### src/hw/rtl/next_prime_search_defines.svh
// ---------------------------------------------------------------------------
// next_prime_search_defines.svh
// Assertion macros used by the next prime search controller (nps_ctrl).
// ---------------------------------------------------------------------------
`ifndef NEXT_PRIME_SEARCH_DEFINES_SVH
`define NEXT_PRIME_SEARCH_DEFINES_SVH

// Same-cycle implication, checked outside reset.
`define NPS_ASSERT_NOW(lbl, ante, cons) \
  lbl: assert property (@(posedge clk) disable iff (rst) (ante) |-> (cons)) \
    else $error("next_prime_search: same-cycle check failed");

// Next-cycle implication, checked outside reset.
`define NPS_ASSERT_NEXT(lbl, ante, cons) \
  lbl: assert property (@(posedge clk) disable iff (rst) (ante) |=> (cons)) \
    else $error("next_prime_search: next-cycle check failed");

`endif

### src/hw/rtl/nps_pkg.sv
// ---------------------------------------------------------------------------
// nps_pkg
// Shared types and constants for the next prime search block.
// ---------------------------------------------------------------------------
`timescale 1ns / 1ps

package nps_pkg;

  // Width of the result word.
  localparam int PRIME_W = 31;

  // Controller to datapath commands.
  typedef struct packed {
    logic load;       // capture input word as first candidate
    logic inc_cand;   // advance candidate by one
    logic init_div;   // divisor = 3, square = 9
    logic next_div;   // divisor += 2, square updated
    logic div_start;  // clear remainder, load dividend shifter
    logic div_step;   // one restoring division step
    logic out_load;   // write candidate to output register
  } cmd_t;

  // Datapath to controller status.
  typedef struct packed {
    logic cand_is_two;
    logic cand_even;
    logic sq_gt_cand;
    logic div_busy;
    logic div_last;
    logic rem_zero;
    logic out_full;
  } sts_t;

endpackage

### src/hw/rtl/nps_datapath.sv
// ---------------------------------------------------------------------------
// nps_datapath
// Candidate, divisor, running square, bit-serial remainder unit and the
// output register of the next prime search.
// ---------------------------------------------------------------------------
`timescale 1ns / 1ps

module nps_datapath #(
  parameter int VALUE_BITS = 32
) (
  input  logic                         clk,
  input  logic                         rst,
  input  nps_pkg::cmd_t                cmd,
  output nps_pkg::sts_t                sts,
  input  logic signed [VALUE_BITS-1:0] value,
  input  logic                         out_ready,
  output logic                         out_valid,
  output logic [nps_pkg::PRIME_W-1:0]  prime
);

  localparam int DW = (VALUE_BITS + 1) / 2 + 1;
  localparam int SW = VALUE_BITS + 2;
  localparam int CNTW = $clog2(VALUE_BITS + 1);

  logic [VALUE_BITS-1:0] cand;
  logic [DW-1:0]         div;
  logic [SW-1:0]         sq;
  logic [DW-1:0]         rem;
  logic [VALUE_BITS-1:0] shf;
  logic [CNTW-1:0]       cnt;

  logic [VALUE_BITS-1:0] raw;
  logic                  small_in;
  logic [DW:0]           trial;
  logic [DW:0]           trial_sub;

  assign raw      = $unsigned(value);
  // Negative, zero or one all map to 2.
  assign small_in = raw[VALUE_BITS-1] | (raw[VALUE_BITS-1:1] == '0);

  assign trial     = {rem, shf[VALUE_BITS-1]};
  assign trial_sub = trial - {1'b0, div};

  always_ff @(posedge clk) begin
    if (cmd.load) begin
      cand <= small_in ? VALUE_BITS'(2) : raw;
    end else if (cmd.inc_cand) begin
      cand <= cand + VALUE_BITS'(1);
    end

    if (cmd.init_div) begin
      div <= DW'(3);
      sq  <= SW'(9);
    end else if (cmd.next_div) begin
      // (d+2)^2 = d^2 + 4d + 4
      div <= div + DW'(2);
      sq  <= sq + (SW'(div) << 2) + SW'(4);
    end

    if (cmd.div_start) begin
      rem <= '0;
      shf <= cand;
    end else if (cmd.div_step) begin
      rem <= trial_sub[DW] ? trial[DW-1:0] : trial_sub[DW-1:0];
      shf <= shf << 1;
    end

    if (cmd.out_load) begin
      prime <= nps_pkg::PRIME_W'(cand);
    end
  end

  always_ff @(posedge clk) begin
    if (rst) begin
      cnt       <= '0;
      out_valid <= 1'b0;
    end else begin
      if (cmd.div_start) begin
        cnt <= CNTW'(VALUE_BITS);
      end else if (cmd.div_step) begin
        cnt <= cnt - CNTW'(1);
      end

      if (cmd.out_load) begin
        out_valid <= 1'b1;
      end else if (out_ready) begin
        out_valid <= 1'b0;
      end
    end
  end

  always_comb begin
    sts.cand_is_two = (cand == VALUE_BITS'(2));
    sts.cand_even   = ~cand[0];
    sts.sq_gt_cand  = (sq > SW'(cand));
    sts.div_busy    = (cnt != '0);
    sts.div_last    = (cnt == CNTW'(1));
    sts.rem_zero    = (rem == '0);
    sts.out_full    = out_valid;
  end

endmodule

### src/hw/rtl/nps_ctrl.sv
// ---------------------------------------------------------------------------
// nps_ctrl
// Sequencer for the next prime search: candidate checks, divisor loop and
// bit-serial division steps.
// ---------------------------------------------------------------------------
`timescale 1ns / 1ps
`include "next_prime_search_defines.svh"

module nps_ctrl (
  input  logic          clk,
  input  logic          rst,
  input  logic          in_valid,
  output logic          in_ready,
  input  nps_pkg::sts_t sts,
  output nps_pkg::cmd_t cmd
);

  typedef enum logic [2:0] {
    S_IDLE,
    S_CHECK,
    S_TEST,
    S_DIV,
    S_EVAL,
    S_FOUND
  } state_t;

  state_t state;
  state_t state_next;

  always_comb begin
    cmd        = '0;
    in_ready   = 1'b0;
    state_next = state;
    unique case (state)
      S_IDLE: begin
        in_ready = 1'b1;
        if (in_valid) begin
          cmd.load   = 1'b1;
          state_next = S_CHECK;
        end
      end
      S_CHECK: begin
        priority if (sts.cand_is_two) begin
          state_next = S_FOUND;
        end else if (sts.cand_even) begin
          cmd.inc_cand = 1'b1;
        end else begin
          cmd.init_div = 1'b1;
          state_next   = S_TEST;
        end
      end
      S_TEST: begin
        // Divisor square past the candidate: no factor left.
        if (sts.sq_gt_cand) begin
          state_next = S_FOUND;
        end else begin
          cmd.div_start = 1'b1;
          state_next    = S_DIV;
        end
      end
      S_DIV: begin
        cmd.div_step = 1'b1;
        if (sts.div_last) begin
          state_next = S_EVAL;
        end
      end
      S_EVAL: begin
        if (sts.rem_zero) begin
          cmd.inc_cand = 1'b1;
          state_next   = S_CHECK;
        end else begin
          cmd.next_div = 1'b1;
          state_next   = S_TEST;
        end
      end
      S_FOUND: begin
        // Hold until the output register is free.
        if (!sts.out_full) begin
          cmd.out_load = 1'b1;
          state_next   = S_IDLE;
        end
      end
      default: begin
        state_next = S_IDLE;
      end
    endcase
  end

  always_ff @(posedge clk) begin
    if (rst) begin
      state <= S_IDLE;
    end else begin
      state <= state_next;
    end
  end

  `NPS_ASSERT_NOW(a_div_busy, state == S_DIV, sts.div_busy)
  `NPS_ASSERT_NEXT(a_test_to_div, state == S_TEST && !sts.sq_gt_cand, state == S_DIV)
  `NPS_ASSERT_NEXT(a_load_fills_out, cmd.out_load, sts.out_full && state == S_IDLE)

endmodule

### src/hw/rtl/next_prime_search.sv
// ---------------------------------------------------------------------------
// next_prime_search
// Smallest prime not less than a signed start value, by trial division.
// ---------------------------------------------------------------------------
// Input channel: in_valid/in_ready with the signed word value. Output
// channel: out_valid/out_ready with the word prime. Values of 1 or below
// give 2.
// One word is processed at a time. Each candidate is checked first;
// each odd candidate then runs a divisor loop in which every divisor d
// (3, 5, 7, ... while d*d <= candidate, until one divides it) is tried
// by the one-bit-per-cycle restoring remainder unit. The candidate 2
// skips the divisor loop.
// The result sits in an output register, so in_ready returns as soon as
// the word is written there; a following search runs while the receiver
// stalls and waits in its final state only if the register is still full.
// Reset (rst, synchronous) drops any search in flight and empties the
// output register.
// ---------------------------------------------------------------------------
`timescale 1ns / 1ps

module next_prime_search #(
  parameter int VALUE_BITS = 32
) (
  input  logic                         clk,
  input  logic                         rst,
  input  logic                         in_valid,
  output logic                         in_ready,
  input  logic signed [VALUE_BITS-1:0] value,
  output logic                         out_valid,
  input  logic                         out_ready,
  output logic [nps_pkg::PRIME_W-1:0]  prime
);

  nps_pkg::cmd_t cmd;
  nps_pkg::sts_t sts;

  nps_ctrl u_ctrl (
    .clk      (clk),
    .rst      (rst),
    .in_valid (in_valid),
    .in_ready (in_ready),
    .sts      (sts),
    .cmd      (cmd)
  );

  nps_datapath #(
    .VALUE_BITS (VALUE_BITS)
  ) u_datapath (
    .clk       (clk),
    .rst       (rst),
    .cmd       (cmd),
    .sts       (sts),
    .value     (value),
    .out_ready (out_ready),
    .out_valid (out_valid),
    .prime     (prime)
  );

endmodule
### config.mk
export PLATFORM = sky130hd
export DESIGN_NAME = next_prime_search
export DESIGN_NICKNAME = d
export VERILOG_FILES = /design/src/hw/rtl/nps_pkg.sv /design/src/hw/rtl/nps_datapath.sv /design/src/hw/rtl/nps_ctrl.sv /design/src/hw/rtl/next_prime_search.sv
export VERILOG_INCLUDE_DIRS = /design/src /design/src/hw/rtl
export SDC_FILE = /design/constraint.sdc
export NUM_CORES = 1
export LEC_CHECK = 0
export BUFFER_PORTS_ARGS = -buffer_cell sky130_fd_sc_hd__buf_2
export CAP_MARGIN = 10
export CORE_ASPECT_RATIO = 1.75
export CORE_UTILIZATION = 50
export CTS_BUF_LIST = sky130_fd_sc_hd__clkbuf_8
export CTS_CLUSTER_DIAMETER = 50
export CTS_CLUSTER_SIZE = 24
export DETAILED_ROUTE_END_ITERATION = 8
export GPL_TIMING_DRIVEN = 0
export PLACE_DENSITY = 0.79
export SLEW_MARGIN = 20
export SYNTH_ARGS = -nofsm -noshare
export SYNTH_HDL_FRONTEND = slang
export SYNTH_SLANG_ARGS = --single-unit
export TNS_END_PERCENT = 100
### constraint.sdc
create_clock -name clk -period 8.65 [get_ports clk]
set_input_delay 0.865 -clock clk [delete_from_list [all_inputs] [get_ports clk]]
set_output_delay 0.865 -clock clk [all_outputs]
set_load 0.1 [all_outputs]
==> flow_metrics.tcl, run 1 <==
set metrics [dict create \
    grt_pass1_wl_um 38800 \
    top_level_ports 69 \
    yosysMostFrequentCell "nand2_1" \
    netlist_top_cells_area "edfxtp_1 29%, dfxtp_1 15%, ha_1 11%" \
    critPathCaptureType "register" \
    insertion_delay_ps 470 \
    cts_tree "yes" \
    vias_per_cell 5.96 \
    maxCapViolCount 0 \
    yosysSeqAreaShare_pct 43.9 \
    antenna_cells 0 \
    rsz0062_at_grt "false" \
    grt_start_max_net_pins 25 \
    synthTopCellsByCount "106 x nand2_1, 95 x edfxtp_1, 83 x ha_1, 74 x dfxtp_1, 68 x xnor2_1" \
    die_w_um 108 \
    rows 67 \
    critPathMaxFanout 10 \
    leakagePower_uw 0.00439 \
    core_area_um2 19200 \
    postSynth.asyncResetShare_pct 0 \
    initial_utilization_pct 51.4 \
    slew_violations 0 \
    numPortBuffers 67 \
    ir_drop_v 0.000206 \
    dp.cells 1314 \
    worstPathRequired_ps 8850 \
    clock.fmax_mhz 276 \
    worstMarginPinSlew_ps 1180 \
    power_density_nw_per_um2 299 \
    via_count 8011 \
    drt_iter0_drc 457 \
    grt_usage_pct 24.8 \
    grt_overflow_total 0 \
    ant_nets 0 \
    yosysUniqueCellTypes 71 \
    area_delta_synth_final_pct 11.1 \
    clk_pin_slew_ps 80 \
    worstPathArrival_ps 3820 \
    period_share_pct 41.8 \
    wirelength_um 24200 \
    layout_min_cycle_time_ps 3620 \
    grt_pass1_vias 8011 \
    cts-hold-fix-buffers 0 \
    slew_headroom_pct 20.3 \
    first_pass_iters 5 \
    setup_viol 0 \
    avgSynthCellArea_um2 9.85 \
    clock_path_buffers 2 \
    synth_fp_nets 1122 \
    wl_per_cell_um 18.0 \
    clkSinkCount 169 \
    fin_skew_ps 15.1 \
    fin_cells 1345 \
    die_h_um 188 \
    critical_path_class "reg2reg" \
    cp-start-kind "register" \
    drive_gt1_share_pct 13.2 \
    antenna_found_initial 0 \
    finalHoldViolations 0 \
    num-nets-final 1213 \
    dieArea_um2 20300 \
    drc 0 \
    cts_resized 0 \
    synth_top_cell_by_area "edfxtp_1" \
    netlist_area_um2 9860 \
    synthCells 1001 \
    yosysTopAreaCellShare_pct 28.9 \
    ys_ff_latch 169 \
    synthFlopType "edfxtp_1" \
    cts_made_buffers 17 \
    gp_congestion 0.932 \
    min_path_type "reg2reg" \
    post_cts_buffers 0 \
    yosysWarningCount 0 \
    dp_hpwl_um 18900 \
    status "complete, no violations" \
    synth_edf_count 95 \
    finalSetupTns_ps 0 \
    htree_levels 4 \
    n_fill_cell 1593 \
    clockRootBuffer "clkbuf_8" \
]
[per-layer routing]
metal	track usage (%)	routed length [um]	part of all wire, %
met2	44.5	12800	53
met1	25.4	8860	37
met5	0	0	0
met4	17.8	1550	6.4
met3	3.75	1030	4.3
[layout by cell type, fill, tap and decap left out, types with 7 or more instances in the layout]
master	instances
mux2i_1	16
o211ai_1	7
a21o_1	13
mux2_1	9
inv_1	71
nor3_1	26
xnor2_1	68
and3_1	13
o22ai_1	15
a21oi_1	55
or3_1	11
dfxtp_1	74
o21ai_0	57
buf_2	70
nand3_1	30
a31oi_1	7
mux2_2	22
nor2_1	60
edfxtp_1	95
clkbuf_1	22
ha_1	83
nand4_1	25
nor4_1	22
nand2_1	106
xor2_1	8
clkbuf_8	17
[worst max-delay path: stages, from the launching register on]
cell and delay, ps:
edfxtp_1 580, inv_1 180, ha_1 320, and4b_1 220, a221oi_1 310, or4_1 190
o211ai_1 100, a211o_2 410, a21oi_4 330, buf_4 310, mux2_1 400
[kinds of logic after synthesis]
kind of cell,Yosys count,synth area share [%]
buffers and inverters,98,4.05
XOR/XNOR,77,7.03
flip-flops,169,43.9
adder cells (fa/ha/maj),85,10.9
AO/OA/AOI/OAI,207,13.5
AND/OR/NAND/NOR,318,15.4
multiplexers,47,5.16
[sequential cells by signal (all words and copies together), names as in the netlist]
name                  count
u_datapath.out_valid      1
u_datapath.div           16
u_datapath.cand          32
u_datapath.sq            31
u_datapath.rem           17
u_datapath.prime         31
u_datapath.cnt            6
u_datapath.shf           32
u_ctrl.state              3
[final timing paths]
path,from,endpoint,slack [ps],depth (start not counted)
worst min-delay path,u_datapath.cand[14],u_datapath.prime[14],470,0
worst min register to register,u_datapath.cand[14],u_datapath.prime[14],470,0
worst max register to register,u_datapath.cand[4],u_datapath.shf[29],5030,10
worst max-delay path,u_datapath.cand[4],u_datapath.shf[29],5030,10
[cell type report]
| cell class | instances | area [um^2] | area share (%) |
|---|---|---|---|
| clock buffer | 17 | 234 | 2.14 |
| inverter | 66 | 248 | 2.26 |
| clock inverter | 14 | 120 | 1.10 |
| timing repair buffer | 72 | 413 | 3.77 |
| buffer | 32 | 151 | 1.38 |
| sequential | 169 | 4330 | 39.6 |
| tap | 241 | 302 | 2.75 |
| multi-input combinational | 734 | 5160 | 47.1 |
[stage by stage]
stage	util (%)	area (um^2)	hold WS, ps	power (uW)	setup slack, ps
detailed placement	55.2	10600	444	2750	5100
finish	57.1	11000	475	3280	5030
global route	57.1	11000	481	3480	4910
CTS	57.1	11000	462	3280	5070
global placement	54.7	10500	429	2680	2090
floorplan	-	9860	424	2370	3820
[report_power, final]
part	total, uW	internal, uW	switching, uW
clock	528	246	282
sequential	1270	1080	190
combinational	1480	656	827
total	3280	1980	1300
(Power assumes the default switching activity.)
==> run 2, diff against run 1 <==
Settings changed: ABC_AREA from default to 1.
Clock period 8.65 ns to 3.45 ns, I/O delays scaled along.
==> flow_metrics.tcl, run 2 <==
set metrics [dict create \
    grt_pass1_wl_um 48800 \
    dp.cells 1766 \
    cts_made_buffers 17 \
    via_count 10067 \
    synth_edf_count 95 \
    synthCells 1403 \
    antenna_found_initial 0 \
    multi_input_area_um2 5830 \
    num-nets-final 1614 \
    worstPathRequired_ps 3810 \
    yosysMostFrequentCell "nand2_1" \
    p_int_uw 5640 \
    n_fill_cell 1964 \
    synth_top_cell_by_area "edfxtp_1" \
    slew_violations 0 \
    clk_pin_slew_ps 90 \
    fin_cells 1798 \
    yosysUniqueCellTypes 53 \
    grt_start_max_net_pins 42 \
    p_seq_share_pct 32.6 \
    synth_fp_nets 1524 \
    antenna_cells 0 \
    ant_nets 0 \
    cts_tree "yes" \
    r2r_cells 12 \
    rows 71 \
    worst_hold_startpoint "rst" \
    r2r_start "u_datapath.div[1]" \
    clock.fmax_mhz 336 \
    avgSynthCellArea_um2 7.90 \
    area_delta_synth_final_pct 10.6 \
    p_switching_uw 5210 \
    slew_headroom_pct 48.3 \
    synthTopCellsByCount "321 x nand2_1, 191 x inv_1, 105 x nor2_1, 95 x edfxtp_1, 91 x nand3_1" \
    grt_usage_pct 28.1 \
    synthFlopType "edfxtp_1" \
    critical_path_class "reg2reg" \
    die_h_um 199 \
    grt_pass1_vias 10217 \
    ys_ff_latch 169 \
    critPathMaxFanout 5 \
    rsz0062_at_grt "false" \
    r2r_setup_slack_ps 470 \
    yosysWarningCount 0 \
    mostFrequentLayoutCells "321 x nand2_1, 193 x inv_1, 104 x nor2_1" \
    switching_share_pct 48.0 \
    drc 0 \
    postSynth.asyncResetShare_pct 0 \
    wl_per_cell_um 17.1 \
    initial_utilization_pct 51.3 \
    finalHoldViolations 0 \
    cp-start-kind "register" \
    critPathCaptureType "register" \
    combPwrFrac_pct 53.5 \
    preCtsSetupSlack_ps 546 \
    worstMarginPinSlew_ps 769 \
    reg.largest.list "u_datapath.cand (32), u_datapath.shf (32)" \
    numPortBuffers 68 \
    period_share_pct 86.3 \
    post_cts_buffers 0 \
    top_level_ports 69 \
    htree_levels 4 \
    vias_per_cell 5.60 \
    final_common_cell "nand2_1" \
    clock_path_buffers 2 \
    min_path_type "in2reg" \
    finalSetupTns_ps 0 \
    clkSinkCount 169 \
    netlist_area_um2 11100 \
    drt_iter0_drc 679 \
    core_area_um2 21600 \
    status "complete, no violations" \
    p_clk_share_pct 13.9 \
    hold_depth 2 \
    netlist_top_cells_area "edfxtp_1 26%, dfxtp_1 13%, nand2_1 11%" \
    first_pass_iters 8 \
    gp_congestion 0.967 \
    maxCapViolCount 0 \
    clockRootBuffer "clkbuf_8" \
    holdWs_ps 99.8 \
    grt_overflow_total 0 \
    yosysTopAreaCellShare_pct 25.8 \
    insertion_delay_ps 470 \
    worstPathArrival_ps 3340 \
    cts-hold-fix-buffers 0 \
    layout_min_cycle_time_ps 2980 \
    r2r-end "u_datapath.sq[24]" \
    setup_viol 0 \
    dieArea_um2 22800 \
    wirelength_um 30700 \
    ir_drop_v 0.000706 \
    cts_resized 0 \
    fin_ws_ps 474 \
    leakagePower_uw 0.00563 \
    die_w_um 115 \
    fin_skew_ps 14.7 \
    seq_area_um2 4330 \
    dp_hpwl_um 24400 \
    drive_gt1_share_pct 13.5 \
    holdPathEnd "u_ctrl.state[2]" \
    power_density_nw_per_um2 886 \
    yosysSeqAreaShare_pct 39.1 \
]
## run 2: changes by cell type in the layout (fill, tap and decap cells not counted), sizes merged, moves of 16 or more
| cell | before | now |
|---|---|---|
| nand3 | 30 | 96 |
| inv | 71 | 199 |
| mux2i | 16 | 0 |
| mux2 | 31 | 0 |
| o21ai | 60 | 117 |
| clkbuf | 39 | 21 |
| xor2 | 9 | 45 |
| nand2 | 106 | 350 |
| xnor2 | 68 | 12 |
| nor2 | 60 | 110 |
## run 2: area by class of cell
class | instances | area share [%]
clock inverter | 15 | 1.45
buffer | 29 | 1.71
clock buffer | 17 | 1.91
timing repair buffer | 71 | 3.06
sequential | 169 | 35.4
inverter | 195 | 5.97
tap | 292 | 2.98
multi-input combinational | 1010 | 47.5
## run 2: worst max-delay path by stage
| stage | slack (ps) | endpoint | startpoint |
|---|---|---|---|
| 2_1_floorplan | 350 | u_datapath.prime[0] | u_datapath.out_valid |
| 3_3_place_gp | -100 | u_datapath.prime[9] | u_ctrl.state[2] |
| 3_5_place_dp | 550 | u_datapath.sq[24] | u_datapath.div[1] |
| 4_1_cts | 520 | u_datapath.sq[24] | u_datapath.div[1] |
| 5_1_grt | 220 | u_datapath.sq[24] | u_datapath.div[1] |
| 6_report | 470 | u_datapath.sq[24] | u_datapath.div[1] |
## run 2: worst max-delay path: stages, from the launching register on
cell and delay (ps):
dfxtp_1 450, inv_1 170, ha_1 210, inv_1 50
ha_1 180, fa_1 330, nand2_1 80, o21bai_1 320
a21oi_1 220, o21ai_0 410, nand3_1 210, o21ai_0 190
a21oi_1 60
## run 2: power by group through the flow
stage | clock network [uW] | logic [uW] | registers [uW]
floorplan | 0 | 4340 | 3370
global placement | 0 | 5540 | 3550
detailed placement | 0 | 5730 | 3560
CTS | 1520 | 5770 | 3520
global route | 1590 | 6510 | 3600
finish | 1510 | 5810 | 3540
## run 2: logic make-up after synthesis
kind of cell,Yosys count,share of synthesized area [%]
DFF,169,39.1
and+or+nand+nor,653,26.9
xor gates and xnor gates,57,4.51
AOI/OAI and AO/OA,215,11.2
buffers and inverters,224,8.49
adders and majority gates,85,9.74
## run 2: per-stage QoR
stage	utilization [%]	power, uW	cell area [um^2]
final	56.8	10900	12300
after global routing	56.8	11700	12300
after CTS	56.8	10800	12300
after detailed placement	54.9	9290	11800
after global placement	54.6	9090	11800
after floorplan	-	7700	11100
## run 2: layer usage
metal	global-route usage (%)	vias up	wire (um)
li1	-	4861	-
met1	24.9	4697	10500
met2	53.2	356	16300
met3	4.72	153	1250
met4	25.2	0	2640
met5	0	-	0
==> run 3, diff against run 2 <==
Settings changed: ABC_AREA 1 to 0.
==> flow_metrics.tcl, run 3 (synthesis gave the netlist of run 1 again) <==
set metrics [dict create \
    status "complete, no violations" \
    fin_ws_ps 54.9 \
    antenna_found_initial 0 \
    cts_made_buffers 17 \
    top_level_ports 69 \
    finalHoldViolations 0 \
    critPathMaxFanout 10 \
    clockRootBuffer "clkbuf_8" \
    power_density_nw_per_um2 762 \
    grt_pass1_wl_um 39300 \
    drt_iter0_drc 526 \
    initial_utilization_pct 51.4 \
    grt_start_max_net_pins 25 \
    worstPathArrival_ps 3620 \
    vias_per_cell 5.95 \
    antenna_cells 0 \
    maxCapViolCount 0 \
    dp_hpwl_um 18700 \
    final_common_cell "nand2_1" \
    min_path_type "in2reg" \
    clock_path_buffers 2 \
    leakagePower_uw 0.00447 \
    layout_min_cycle_time_ps 3400 \
    num-nets-final 1221 \
    worstPathRequired_ps 3680 \
    core_area_um2 19200 \
    first_pass_iters 5 \
    grt_pass1_vias 8096 \
    fin_skew_ps 18.1 \
    setup_viol 0 \
    clk_pin_slew_ps 90 \
    grt_usage_pct 25.1 \
    rows 67 \
    gp_congestion 0.925 \
    clkSinkCount 169 \
    insertion_delay_ps 490 \
    ant_nets 0 \
    cp-start-kind "register" \
    critical_path_class "reg2reg" \
    area_delta_synth_final_pct 12.6 \
    slew_violations 0 \
    wl_per_cell_um 18.3 \
    ir_drop_v 0.000428 \
    cts-hold-fix-buffers 0 \
    drc 0 \
    via_count 8063 \
    mostFrequentLayoutCells "106 x nand2_1, 95 x edfxtp_1, 83 x ha_1" \
    wirelength_um 24700 \
    grt_overflow_total 0 \
    preCtsSetupSlack_ps -119 \
    dieArea_um2 20300 \
    die_h_um 188 \
    period_share_pct 98.4 \
    reg.largest.list "u_datapath.cand (32), u_datapath.shf (32)" \
    worstMarginPinSlew_ps 1270 \
    cts_tree "yes" \
    critPathCaptureType "register" \
    clock.fmax_mhz 295 \
    holdWs_ps 157 \
    htree_levels 4 \
    drive_gt1_share_pct 14.7 \
    numPortBuffers 67 \
    slew_headroom_pct 13.8 \
    die_w_um 108 \
]
[run 3: changes by cell type in the layout (fill, tap and decap cells not counted), moves of 27 or more]
cell,before,now
inv_1,193,66
nand2_1,321,106
nand2_2,27,0
nand3_1,90,30
nor2_1,104,60
xnor2_1,12,68
xor2_1,45,8
[run 3: what timing repair did]
item / in CTS / in global routing
resized for setup: 1 / 3
pin swaps: 0 / 2
setup buffers: 1 / 9
setup endpoints to repair: 53 / 52
[run 3: path summary, 6_finish.rpt]
kind	startpoint	end	slack, ps	cells after the start
worst max-delay path	u_datapath.cand[5]	u_datapath.shf[10]	50	11
worst min-delay path	value[27]	u_datapath.cand[27]	160	3
worst max register to register	u_datapath.cand[5]	u_datapath.shf[10]	50	11
worst min register to register	u_datapath.cand[14]	u_datapath.prime[14]	480	0
[run 3: where the power goes]
part	internal (uW)	total (uW)	switching, uW
clock network	749	1490	742
registers	2700	3160	458
logic	1690	3810	2120
[run 3: metal layers]
layer  vias to the layer above  share of wire, %  global-route usage (%)
li1                       3845                 -                       -
met1                      3834                37                    25.3
met2                       268                51                    43.8
met3                       116               4.1                    4.41
met4                         0               8.0                    20.9
met5                         -                 0                       0
[run 3: layout make-up]
| type | count | area (um^2) |
|---|---|---|
| Clock inverter | 13 | 149 |
| Clock buffer | 19 | 262 |
| Sequential cell | 169 | 4330 |
| Multi-Input combinational cell | 734 | 5180 |
| Buffer | 32 | 151 |
| Fill cell | 1582 | 8090 |
| Inverter | 66 | 248 |
| Timing Repair Buffer | 80 | 480 |
| Tap cell | 241 | 302 |
[run 3: critical path: stages, from the launching register on]
cell	delay, ps
edfxtp_1	540
inv_1	130
ha_1	310
and4b_1	200
a221oi_1	290
or4_1	190
o211ai_1	100
a211o_2	410
a21oi_4	250
buf_4	160
buf_4	180
mux2_2	360
[run 3: stage by stage]
step	cells	power [uW]	utilization (%)	area (um^2)	setup TNS [ps]
2_1_floorplan	1001	5930	-	9870	0
3_3_place_gp	1309	6700	54.7	10500	-50920
3_5_place_dp	1312	6880	55.2	10600	-3170
4_1_cts	1345	8360	57.4	11000	-24.0
5_1_grt	1354	8920	57.9	11100	-709
6_report	1354	8460	57.9	11100	0
